File: config.mk
export PLATFORM = sky130hd
export DESIGN_NAME = selectable_crc_engine_top_flat
export DESIGN_NICKNAME = d
export VERILOG_FILES = /design/src/rtl/scrc_pkg.sv /design/src/rtl/scrc_if.sv /design/src/rtl/scrc_apb.sv /design/src/rtl/scrc_in_stage.sv /design/src/rtl/scrc_core.sv /design/src/rtl/selectable_crc_engine_top.sv /design/src/flat_wrapper.sv
export VERILOG_INCLUDE_DIRS = /design/src /design/src/rtl
export SDC_FILE = /design/constraint.sdc
export NUM_CORES = 1
export LEC_CHECK = 0
export ABC_AREA = 1
export BUFFER_PORTS_ARGS = -buffer_cell sky130_fd_sc_hd__buf_2
export CAP_MARGIN = 20
export CELL_PAD_IN_SITES_DETAIL_PLACEMENT = 1
export CELL_PAD_IN_SITES_GLOBAL_PLACEMENT = 1
export CORE_ASPECT_RATIO = 0.9
export CORE_UTILIZATION = 39
export CTS_BUF_LIST = sky130_fd_sc_hd__clkbuf_8 sky130_fd_sc_hd__clkbuf_16
export CTS_CLUSTER_DIAMETER = 40
export DETAILED_ROUTE_END_ITERATION = 10
export GPL_TIMING_DRIVEN = 0
export PLACE_DENSITY_LB_ADDON = 0.15
export SLEW_MARGIN = 20
export SYNTH_ARGS = -nofsm -noshare
export SYNTH_HDL_FRONTEND = slang
export SYNTH_HIERARCHICAL = 1
export SYNTH_SLANG_ARGS = --single-unit
File: constraint.sdc
create_clock -name clk -period 3.3 [get_ports clk]
set_input_delay 0.66 -clock clk [delete_from_list [all_inputs] [get_ports clk]]
set_output_delay 0.66 -clock clk [all_outputs]
set_load 0.02 [all_outputs]
File: src/rtl/assert_macros.svh
// Assertion helpers for the RTL file that carries checks.
// Every check is sampled on the rising edge of clk and held off while rst_n is low.
`ifndef ASSERT_MACROS_SVH
`define ASSERT_MACROS_SVH

// Implication checked in the same cycle.
`define ASSERT_IMPL(label, ante, cons, msg) \
    label: assert property (@(posedge clk) disable iff (!rst_n) (ante) |-> (cons)) \
        else $error(msg);

// Implication checked in the next cycle.
`define ASSERT_NEXT(label, ante, cons, msg) \
    label: assert property (@(posedge clk) disable iff (!rst_n) (ante) |=> (cons)) \
        else $error(msg);

`endif

File: src/rtl/scrc_pkg.sv
`default_nettype none

package scrc_pkg;

    // Code select values
    localparam logic [2:0] CODE_CRC32_EE5B = 3'd1;
    localparam logic [2:0] CODE_CRC32C     = 3'd2;
    localparam logic [2:0] CODE_KERMIT     = 3'd3;
    localparam logic [2:0] CODE_ARC        = 3'd4;
    localparam logic [2:0] CODE_RESET      = CODE_CRC32_EE5B;

    // Configuration port
    localparam int unsigned CFG_ADDR_W = 3;
    localparam logic [CFG_ADDR_W-1:0] ADDR_CODE_TYPE = 3'd0;

    // Polynomials; reflected codes hold the bit-reversed form
    localparam logic [31:0] POLY_EE5B      = 32'hEE5B42FD;
    localparam logic [31:0] POLY_CRC32C_R  = 32'h82F63B78;  // 0x1EDC6F41 reversed
    localparam logic [31:0] POLY_KERMIT_R  = 32'h00008408;  // 0x1021 reversed
    localparam logic [31:0] POLY_ARC_R     = 32'h0000A001;  // 0x8005 reversed
    localparam logic [31:0] MASK_32        = 32'hFFFFFFFF;
    localparam logic [31:0] MASK_16        = 32'h0000FFFF;

    typedef struct packed {
        logic [31:0] width_mask;
        logic [31:0] poly;
        logic [31:0] init;
        logic [31:0] xor_out;
        logic        reflected;
    } crc_code_t;

    typedef struct packed {
        logic [7:0] data_byte;
        logic       last_byte;
    } item_t;

    // Configuration seen by the datapath
    typedef struct packed {
        logic [2:0] code_type;  // current selection
        logic       wr_en;      // register written this cycle
        logic [2:0] wr_code;    // value being written
    } cfg_t;

    // Code parameters; undefined selections behave as the first code
    function automatic crc_code_t code_params(input logic [2:0] sel);
        crc_code_t c;
        unique case (sel)
            CODE_CRC32C: c = '{MASK_32, POLY_CRC32C_R, MASK_32, MASK_32, 1'b1};
            CODE_KERMIT: c = '{MASK_16, POLY_KERMIT_R, 32'h0, 32'h0, 1'b1};
            CODE_ARC:    c = '{MASK_16, POLY_ARC_R, 32'h0, 32'h0, 1'b1};
            default:     c = '{MASK_32, POLY_EE5B, 32'h0, 32'h0, 1'b0};
        endcase
        return c;
    endfunction

    // One byte through the CRC register: eight shift/xor steps
    function automatic logic [31:0] crc_byte_update(
        input crc_code_t   c,
        input logic [31:0] crc,
        input logic [7:0]  b
    );
        logic [31:0] v;
        int          i;
        if (c.reflected)
        begin
            v = crc ^ {24'h0, b};
            for (i = 0; i < 8; i++)
            begin
                v = v[0] ? ((v >> 1) ^ c.poly) : (v >> 1);
            end
        end
        else
        begin
            v = crc ^ {b, 24'h0};
            for (i = 0; i < 8; i++)
            begin
                v = v[31] ? ((v << 1) ^ c.poly) : (v << 1);
            end
        end
        return v & c.width_mask;
    endfunction

endpackage

`default_nettype wire

File: src/rtl/scrc_if.sv
`default_nettype none

// Byte stream channel
interface scrc_byte_if;
    logic       valid;
    logic       ready;
    logic [7:0] data_byte;
    logic       last_byte;

    modport source (output valid, output data_byte, output last_byte, input ready);
    modport sink   (input valid, input data_byte, input last_byte, output ready);
endinterface

// Finished CRC channel
interface scrc_crc_if;
    logic        valid;
    logic        ready;
    logic [31:0] crc_value;

    modport source (output valid, output crc_value, input ready);
    modport sink   (input valid, input crc_value, output ready);
endinterface

`default_nettype wire

File: src/rtl/scrc_apb.sv
`default_nettype none

module scrc_apb (
    input  wire logic                             clk,
    input  wire logic                             rst_n,
    input  wire logic                             psel,
    input  wire logic                             penable,
    input  wire logic                             pwrite,
    input  wire logic [scrc_pkg::CFG_ADDR_W-1:0]  paddr,
    input  wire logic [31:0]                      pwdata,
    output logic      [31:0]                      prdata,
    output logic                                  pready,
    output scrc_pkg::cfg_t                        cfg
);

    logic [2:0] code_type_reg;
    logic [2:0] code_type_next;
    logic       wr_hit;

    assign pready = 1'b1;

    // Write strobe for the code select register
    assign wr_hit = psel && penable && pwrite && (paddr == scrc_pkg::ADDR_CODE_TYPE);

    always_comb
    begin
        code_type_next = code_type_reg;
        if (wr_hit)
        begin
            code_type_next = pwdata[2:0];
        end
    end

    always_ff @(posedge clk or negedge rst_n)
    begin
        if (!rst_n)
        begin
            code_type_reg <= scrc_pkg::CODE_RESET;
        end
        else
        begin
            code_type_reg <= code_type_next;
        end
    end

    // Read back
    always_comb
    begin
        prdata = 32'h0;
        if (paddr == scrc_pkg::ADDR_CODE_TYPE)
        begin
            prdata = {29'h0, code_type_reg};
        end
    end

    assign cfg.code_type = code_type_reg;
    assign cfg.wr_en     = wr_hit;
    assign cfg.wr_code   = pwdata[2:0];

endmodule

`default_nettype wire

File: src/rtl/scrc_in_stage.sv
`default_nettype none

module scrc_in_stage (
    input  wire logic            clk,
    input  wire logic            rst_n,
    scrc_byte_if.sink            data_ch,
    input  wire logic            advance,
    output logic                 item_valid,
    output scrc_pkg::item_t      item
);

    logic            valid_reg;
    logic            valid_next;
    scrc_pkg::item_t item_reg;
    logic            take;

    // Stage frees up whenever the held byte moves on this cycle
    assign data_ch.ready = !valid_reg || advance;
    assign take          = data_ch.valid && data_ch.ready;

    always_comb
    begin
        priority if (take)
        begin
            valid_next = 1'b1;
        end
        else if (advance)
        begin
            valid_next = 1'b0;
        end
        else
        begin
            valid_next = valid_reg;
        end
    end

    always_ff @(posedge clk or negedge rst_n)
    begin
        if (!rst_n)
        begin
            valid_reg <= 1'b0;
        end
        else
        begin
            valid_reg <= valid_next;
        end
    end

    // Payload, no reset
    always_ff @(posedge clk)
    begin
        if (take)
        begin
            item_reg <= '{data_byte: data_ch.data_byte, last_byte: data_ch.last_byte};
        end
    end

    assign item_valid = valid_reg;
    assign item       = item_reg;

endmodule

`default_nettype wire

File: src/rtl/scrc_core.sv
`default_nettype none

module scrc_core (
    input  wire logic            clk,
    input  wire logic            rst_n,
    input  wire scrc_pkg::cfg_t  cfg,
    input  wire logic            item_valid,
    input  wire scrc_pkg::item_t item,
    output logic                 advance,
    scrc_crc_if.source           crc_ch
);

    scrc_pkg::crc_code_t code;
    scrc_pkg::crc_code_t wr_code;
    logic [31:0]         updated;
    logic [31:0]         running_crc_reg;
    logic [31:0]         running_crc_next;
    logic                out_valid_reg;
    logic                out_valid_next;
    logic [31:0]         crc_out_reg;
    logic                finish;

    assign code    = scrc_pkg::code_params(cfg.code_type);
    assign wr_code = scrc_pkg::code_params(cfg.wr_code);
    assign updated = scrc_pkg::crc_byte_update(code, running_crc_reg, item.data_byte);

    // A non-final byte always moves; a final one needs the result register free
    assign advance = item_valid && (!item.last_byte || !out_valid_reg || crc_ch.ready);
    assign finish  = advance && item.last_byte;

    // Running CRC
    always_comb
    begin
        priority if (cfg.wr_en)
        begin
            running_crc_next = wr_code.init;
        end
        else if (finish)
        begin
            running_crc_next = code.init;
        end
        else if (advance)
        begin
            running_crc_next = updated;
        end
        else
        begin
            running_crc_next = running_crc_reg;
        end
    end

    // Result register handshake
    always_comb
    begin
        priority if (finish)
        begin
            out_valid_next = 1'b1;
        end
        else if (crc_ch.ready)
        begin
            out_valid_next = 1'b0;
        end
        else
        begin
            out_valid_next = out_valid_reg;
        end
    end

    always_ff @(posedge clk or negedge rst_n)
    begin
        if (!rst_n)
        begin
            running_crc_reg <= 32'h0;   // init of the reset code
            out_valid_reg   <= 1'b0;
        end
        else
        begin
            running_crc_reg <= running_crc_next;
            out_valid_reg   <= out_valid_next;
        end
    end

    always_ff @(posedge clk)
    begin
        if (finish)
        begin
            crc_out_reg <= (updated ^ code.xor_out) & code.width_mask;
        end
    end

    assign crc_ch.valid     = out_valid_reg;
    assign crc_ch.crc_value = crc_out_reg;

endmodule

`default_nettype wire

File: src/rtl/selectable_crc_engine_top.sv
// Selectable CRC engine: byte-wide CRC over a message, code chosen by register.
// data_ch carries one message byte per transfer; last_byte marks the final byte.
// crc_ch carries one finished CRC per message, taken on the transfer of the last
// byte; 16-bit codes return zeros in the upper half.
// The APB port holds code_type at address 0 (1: 0xEE5B42FD, 2: CRC-32C,
// 3: KERMIT, 4: ARC; other values act as 1). Every write to code_type restarts the message.
// Throughput: one byte per cycle while no final byte waits on a stalled crc_ch.
// Each byte goes into an input register, from which the eight-step xor network updates
// the running CRC; for the last byte the update goes to the result register and the CRC restarts.
// A stalled crc_ch holds its result; non-final bytes keep flowing, and only a
// further final byte waits in the input register, which then drops ready.
// Reset: code 1 selected, running CRC zero, both stages empty.
`default_nettype none
`include "assert_macros.svh"

module selectable_crc_engine_top (
    input  wire logic                             clk,
    input  wire logic                             rst_n,
    input  wire logic                             psel,
    input  wire logic                             penable,
    input  wire logic                             pwrite,
    input  wire logic [scrc_pkg::CFG_ADDR_W-1:0]  paddr,
    input  wire logic [31:0]                      pwdata,
    output logic      [31:0]                      prdata,
    output logic                                  pready,
    scrc_byte_if.sink                             data_ch,
    scrc_crc_if.source                            crc_ch
);

    scrc_pkg::cfg_t  cfg;
    scrc_pkg::item_t item;
    logic            item_valid;
    logic            advance;
    logic            narrow_code;
    logic            last_held;

    scrc_apb u_apb (
        .clk     (clk),
        .rst_n   (rst_n),
        .psel    (psel),
        .penable (penable),
        .pwrite  (pwrite),
        .paddr   (paddr),
        .pwdata  (pwdata),
        .prdata  (prdata),
        .pready  (pready),
        .cfg     (cfg)
    );

    scrc_in_stage u_in_stage (
        .clk        (clk),
        .rst_n      (rst_n),
        .data_ch    (data_ch),
        .advance    (advance),
        .item_valid (item_valid),
        .item       (item)
    );

    scrc_core u_core (
        .clk        (clk),
        .rst_n      (rst_n),
        .cfg        (cfg),
        .item_valid (item_valid),
        .item       (item),
        .advance    (advance),
        .crc_ch     (crc_ch)
    );

    // Check terms
    assign narrow_code = (cfg.code_type == scrc_pkg::CODE_KERMIT)
                      || (cfg.code_type == scrc_pkg::CODE_ARC);
    assign last_held   = item_valid && item.last_byte;

    // Checks
    `ASSERT_IMPL(a_narrow_upper_zero, crc_ch.valid && narrow_code, crc_ch.crc_value[31:16] == 16'h0, "16-bit result has upper bits set")
    `ASSERT_IMPL(a_result_from_last, $rose(crc_ch.valid), $past(last_held), "result without a final byte")
    `ASSERT_NEXT(a_transfer_lands, data_ch.valid && data_ch.ready, item_valid, "accepted byte not held")

endmodule

`default_nettype wire
File: src/flat_wrapper.sv
// flat-port wrapper written by rule: the top's interface ports become plain ports
module selectable_crc_engine_top_flat 
  (clk, rst_n, psel, penable, pwrite, paddr, pwdata, prdata, pready, data_ch_valid, data_ch_data_byte, data_ch_last_byte, data_ch_ready, crc_ch_valid, crc_ch_crc_value, crc_ch_ready);
  scrc_byte_if data_ch_i ();
  scrc_crc_if crc_ch_i ();
  input  wire logic clk;
  input  wire logic rst_n;
  input  wire logic psel;
  input  wire logic penable;
  input  wire logic pwrite;
  input  wire logic [scrc_pkg::CFG_ADDR_W-1:0] paddr;
  input  wire logic [31:0] pwdata;
  output logic      [31:0] prdata;
  output logic pready;
  input wire logic [$bits(data_ch_i.valid)-1:0] data_ch_valid;
  input wire logic [$bits(data_ch_i.data_byte)-1:0] data_ch_data_byte;
  input wire logic [$bits(data_ch_i.last_byte)-1:0] data_ch_last_byte;
  output wire logic [$bits(data_ch_i.ready)-1:0] data_ch_ready;
  output wire logic [$bits(crc_ch_i.valid)-1:0] crc_ch_valid;
  output wire logic [$bits(crc_ch_i.crc_value)-1:0] crc_ch_crc_value;
  input wire logic [$bits(crc_ch_i.ready)-1:0] crc_ch_ready;
  assign data_ch_i.valid = data_ch_valid;
  assign data_ch_i.data_byte = data_ch_data_byte;
  assign data_ch_i.last_byte = data_ch_last_byte;
  assign data_ch_ready = data_ch_i.ready;
  assign crc_ch_valid = crc_ch_i.valid;
  assign crc_ch_crc_value = crc_ch_i.crc_value;
  assign crc_ch_i.ready = crc_ch_ready;
  selectable_crc_engine_top u_core (.clk(clk), .rst_n(rst_n), .psel(psel), .penable(penable), .pwrite(pwrite), .paddr(paddr), .pwdata(pwdata), .prdata(prdata), .pready(pready), .data_ch(data_ch_i), .crc_ch(crc_ch_i));
endmodule
==> results.cfg <==
[outcome]
outcome = finished, violations left
violations = setup timing

[placed_design]
gp_congestion = 0.936
placement.io_buffers = 58
dpl_cell_area_um2 = 10800
post-place-ws_ps = -1360
hpwl_um = 35600

[clock_network]
numClockSinks = 78
clk_pin_slew_ps = 70
htree_levels = 3
cts_root_buffer = clkbuf_16
cts_buffer_depth = 2
clock_latency_ps = 360
cts_tree = built
numCtsBuffers = 9
ctsHoldBuffers = 0

[worst_setup_path]
cpLargestDelayFamily = simple AND/OR/NAND/NOR gates
worst_path_max_delay_cell = dfstp_2
worst_path_largest_cell_delay_ps = 590
crit_fanout = 6
path_buf_inv = 7
path_class = reg2reg
worstPathArrival_ps = 4210
startpoint_type = flip-flop
cp.required_ps = 3570
endpoint_kind = flip-flop
worst_path_most_repeated_cell = nand2_1

[layout]
drive_gt1_share_pct = 46.0
finalInstanceArea_um2 = 15300
final_common_cell = nand2_1
area_growth_pct = 53.7
multiInputGateArea_um2 = 9230
layout.nets = 1876
antenna_cells = 0
layout_common_cells = nand2_1 (370), buf_4 (181), nand2_2 (153)
regArea_um2 = 2160
fillers = 3076

[die]
die_x_um = 171
start_util_pct = 39.7
io_pins = 118
die_h_um = 154
num_rows = 55
core_area_um2 = 25100
die_area_um2 = 26200

[logic_synthesis]
yosys_warnings = 6
syn_area_um2 = 9970
synth_top_family_by_area = simple AND/OR/NAND/NOR gates
yosys.area_share.simple_pct = 43.4
synth_edf_count = 41
synth_adder_area_share_pct = 0
avgSynthCellArea_um2 = 6.47
synthXorXnorAreaFrac_pct = 17.8
async_flop_share_pct = 47.4
ys.flop_type = edfxtp_1
syn-instance-count = 1540
ys_ff_latch = 78
synth_compound_area_share_pct = 6.54
seq_area_frac_synth_pct = 21.7
muxShareOfSynthArea_pct = 0
yosysUniqueCellTypes = 46

[detailed_routing]
drc = 0
drt-total-wl_um = 57600
viasPerCell = 5.94
ant_nets = 0
first_pass_iters = 5
vias = 12901
drt-initial-drc-count = 1185
wl_per_cell_um = 26.5

[timing]
setup_tns_ps = -24440
worst_slew_pin_slew_ps = 1190
fin_skew_ps = 13.8
maxSlewViolCount = 0
finalSetupViolations = 63
maxSlewHeadroom_pct = 20.8
worst_slack_ps = -645
hold_viol = 0
fmax_mhz = 254
min_period_ps = 3940
finalCritPeriodShare_pct = 120
rsz0062_at_grt = yes

[global_route]
grt_overflow = 0
antenna_found_initial = 0
grt_pass1_wl_um = 75200
grt_pass1_vias = 12179
grt_max_degree = 38
grtUsageTotal_pct = 39.1

[run]
maxCapViolations = 0

[hold_path]
hp-class = in2async
## cell type report
cell class | count | share of cell area, %
multi-input cells | 1270 | 60.3
inverters | 132 | 3.77
clock buffers | 10 | 1.63
flip-flops and latches | 78 | 14.1
repair buffers | 246 | 12.7
well taps | 342 | 2.79
clock inverters | 6 | 0.278
plain buffers | 88 | 4.44
## per-stage QoR
step | instances | hold slack (ps) | util, %
floorplan | 1568 | 364 | -
global placement | 1968 | 496 | 43.0
detailed placement | 1968 | 511 | 43.0
CTS | 2120 | 449 | 55.3
global route | 2172 | 469 | 61.0
finish | 2172 | 415 | 61.0
## cell families (layout without fill, tap and decap cells)
kind of cell | count (synthesis) | in the layout
AO/OA/AOI/OAI | 116 | 116
XOR/XNOR | 203 | 203
buffers and inverters | 220 | 482
flip-flops | 78 | 78
other | 2 | 30
AND/OR/NAND/NOR | 921 | 921
## routing by layer
metal	GRT usage [%]	wire length (um)	part of all wire [%]	vias up
met1	50.3	21500	37	6330
met2	62.8	25700	45	859
met3	6.74	5870	10	316
met4	19.8	4480	7.8	0
met5	0	0	0	-
li1	-	-	-	5396
## cells in the mapped netlist, types with 2 or more instances
master | instances | area (um2)
clkbuf_1 | 16 | 60.1
xor2_1 | 153 | 1340
or2_2 | 8 | 50.1
inv_1 | 120 | 450
nor2_2 | 5 | 31.3
nand3_2 | 23 | 230
nand3_1 | 141 | 706
a21oi_1 | 37 | 185
nand4_1 | 24 | 150
o211ai_1 | 3 | 22.5
xnor2_1 | 50 | 438
nor2_1 | 76 | 285
buf_4 | 36 | 270
buf_2 | 20 | 100
conb_1 | 2 | 7.51
dfrtp_1 | 36 | 901
o21bai_1 | 6 | 45.0
o22ai_1 | 6 | 37.5
inv_4 | 2 | 12.5
a31oi_1 | 3 | 18.8
nand2_2 | 33 | 206
nand2_1 | 568 | 2130
o21ai_0 | 40 | 200
a22oi_1 | 8 | 60.1
buf_1 | 11 | 41.3
o21ai_1 | 8 | 40.0
buf_6 | 3 | 33.8
nand2_8 | 5 | 100
nand3b_1 | 8 | 60.1
nor2_4 | 6 | 67.6
nand2_4 | 13 | 146
inv_2 | 9 | 33.8
edfxtp_1 | 41 | 1230
nand3_4 | 8 | 140
## worst paths after layout
path / start / end / slack, ps / cells after the start
worst max register to register: u_core/u_apb/code_type_reg[0]$_DFFE_PN1P_ / u_core/u_core/running_crc_reg[17]$_DFFE_PN0P_ / -640 / 27
min in group clk: data_ch_data_byte[1] / u_core/u_in_stage/item[2]$_DFFE_PP_ / 480 / 1
worst min register to register: u_core/u_core/crc_ch.valid$_DFFE_PN0P_ / u_core/u_core/crc_ch.valid$_DFFE_PN0P_ / 530 / 2
worst min-delay path: rst_n / u_core/u_core/running_crc_reg[21]$_DFFE_PN0P_ / 420 / 1
worst max-delay path: u_core/u_apb/code_type_reg[0]$_DFFE_PN1P_ / u_core/u_core/running_crc_reg[17]$_DFFE_PN0P_ / -640 / 27
max in group asynchronous: rst_n / u_core/u_apb/code_type_reg[1]$_DFFE_PN0P_ / 2270 / 1
## repair_timing
action	CTS	global route
endpoints found under the hold margin	0	0
gates resized for setup	431	262
pin swaps	136	127
gates cloned	2	0
endpoints found under the setup margin	64	64
setup buffers	134	54
Power is not shown: default switching activity piles up to over one toggle a cycle in this logic, so the estimate is an artifact.
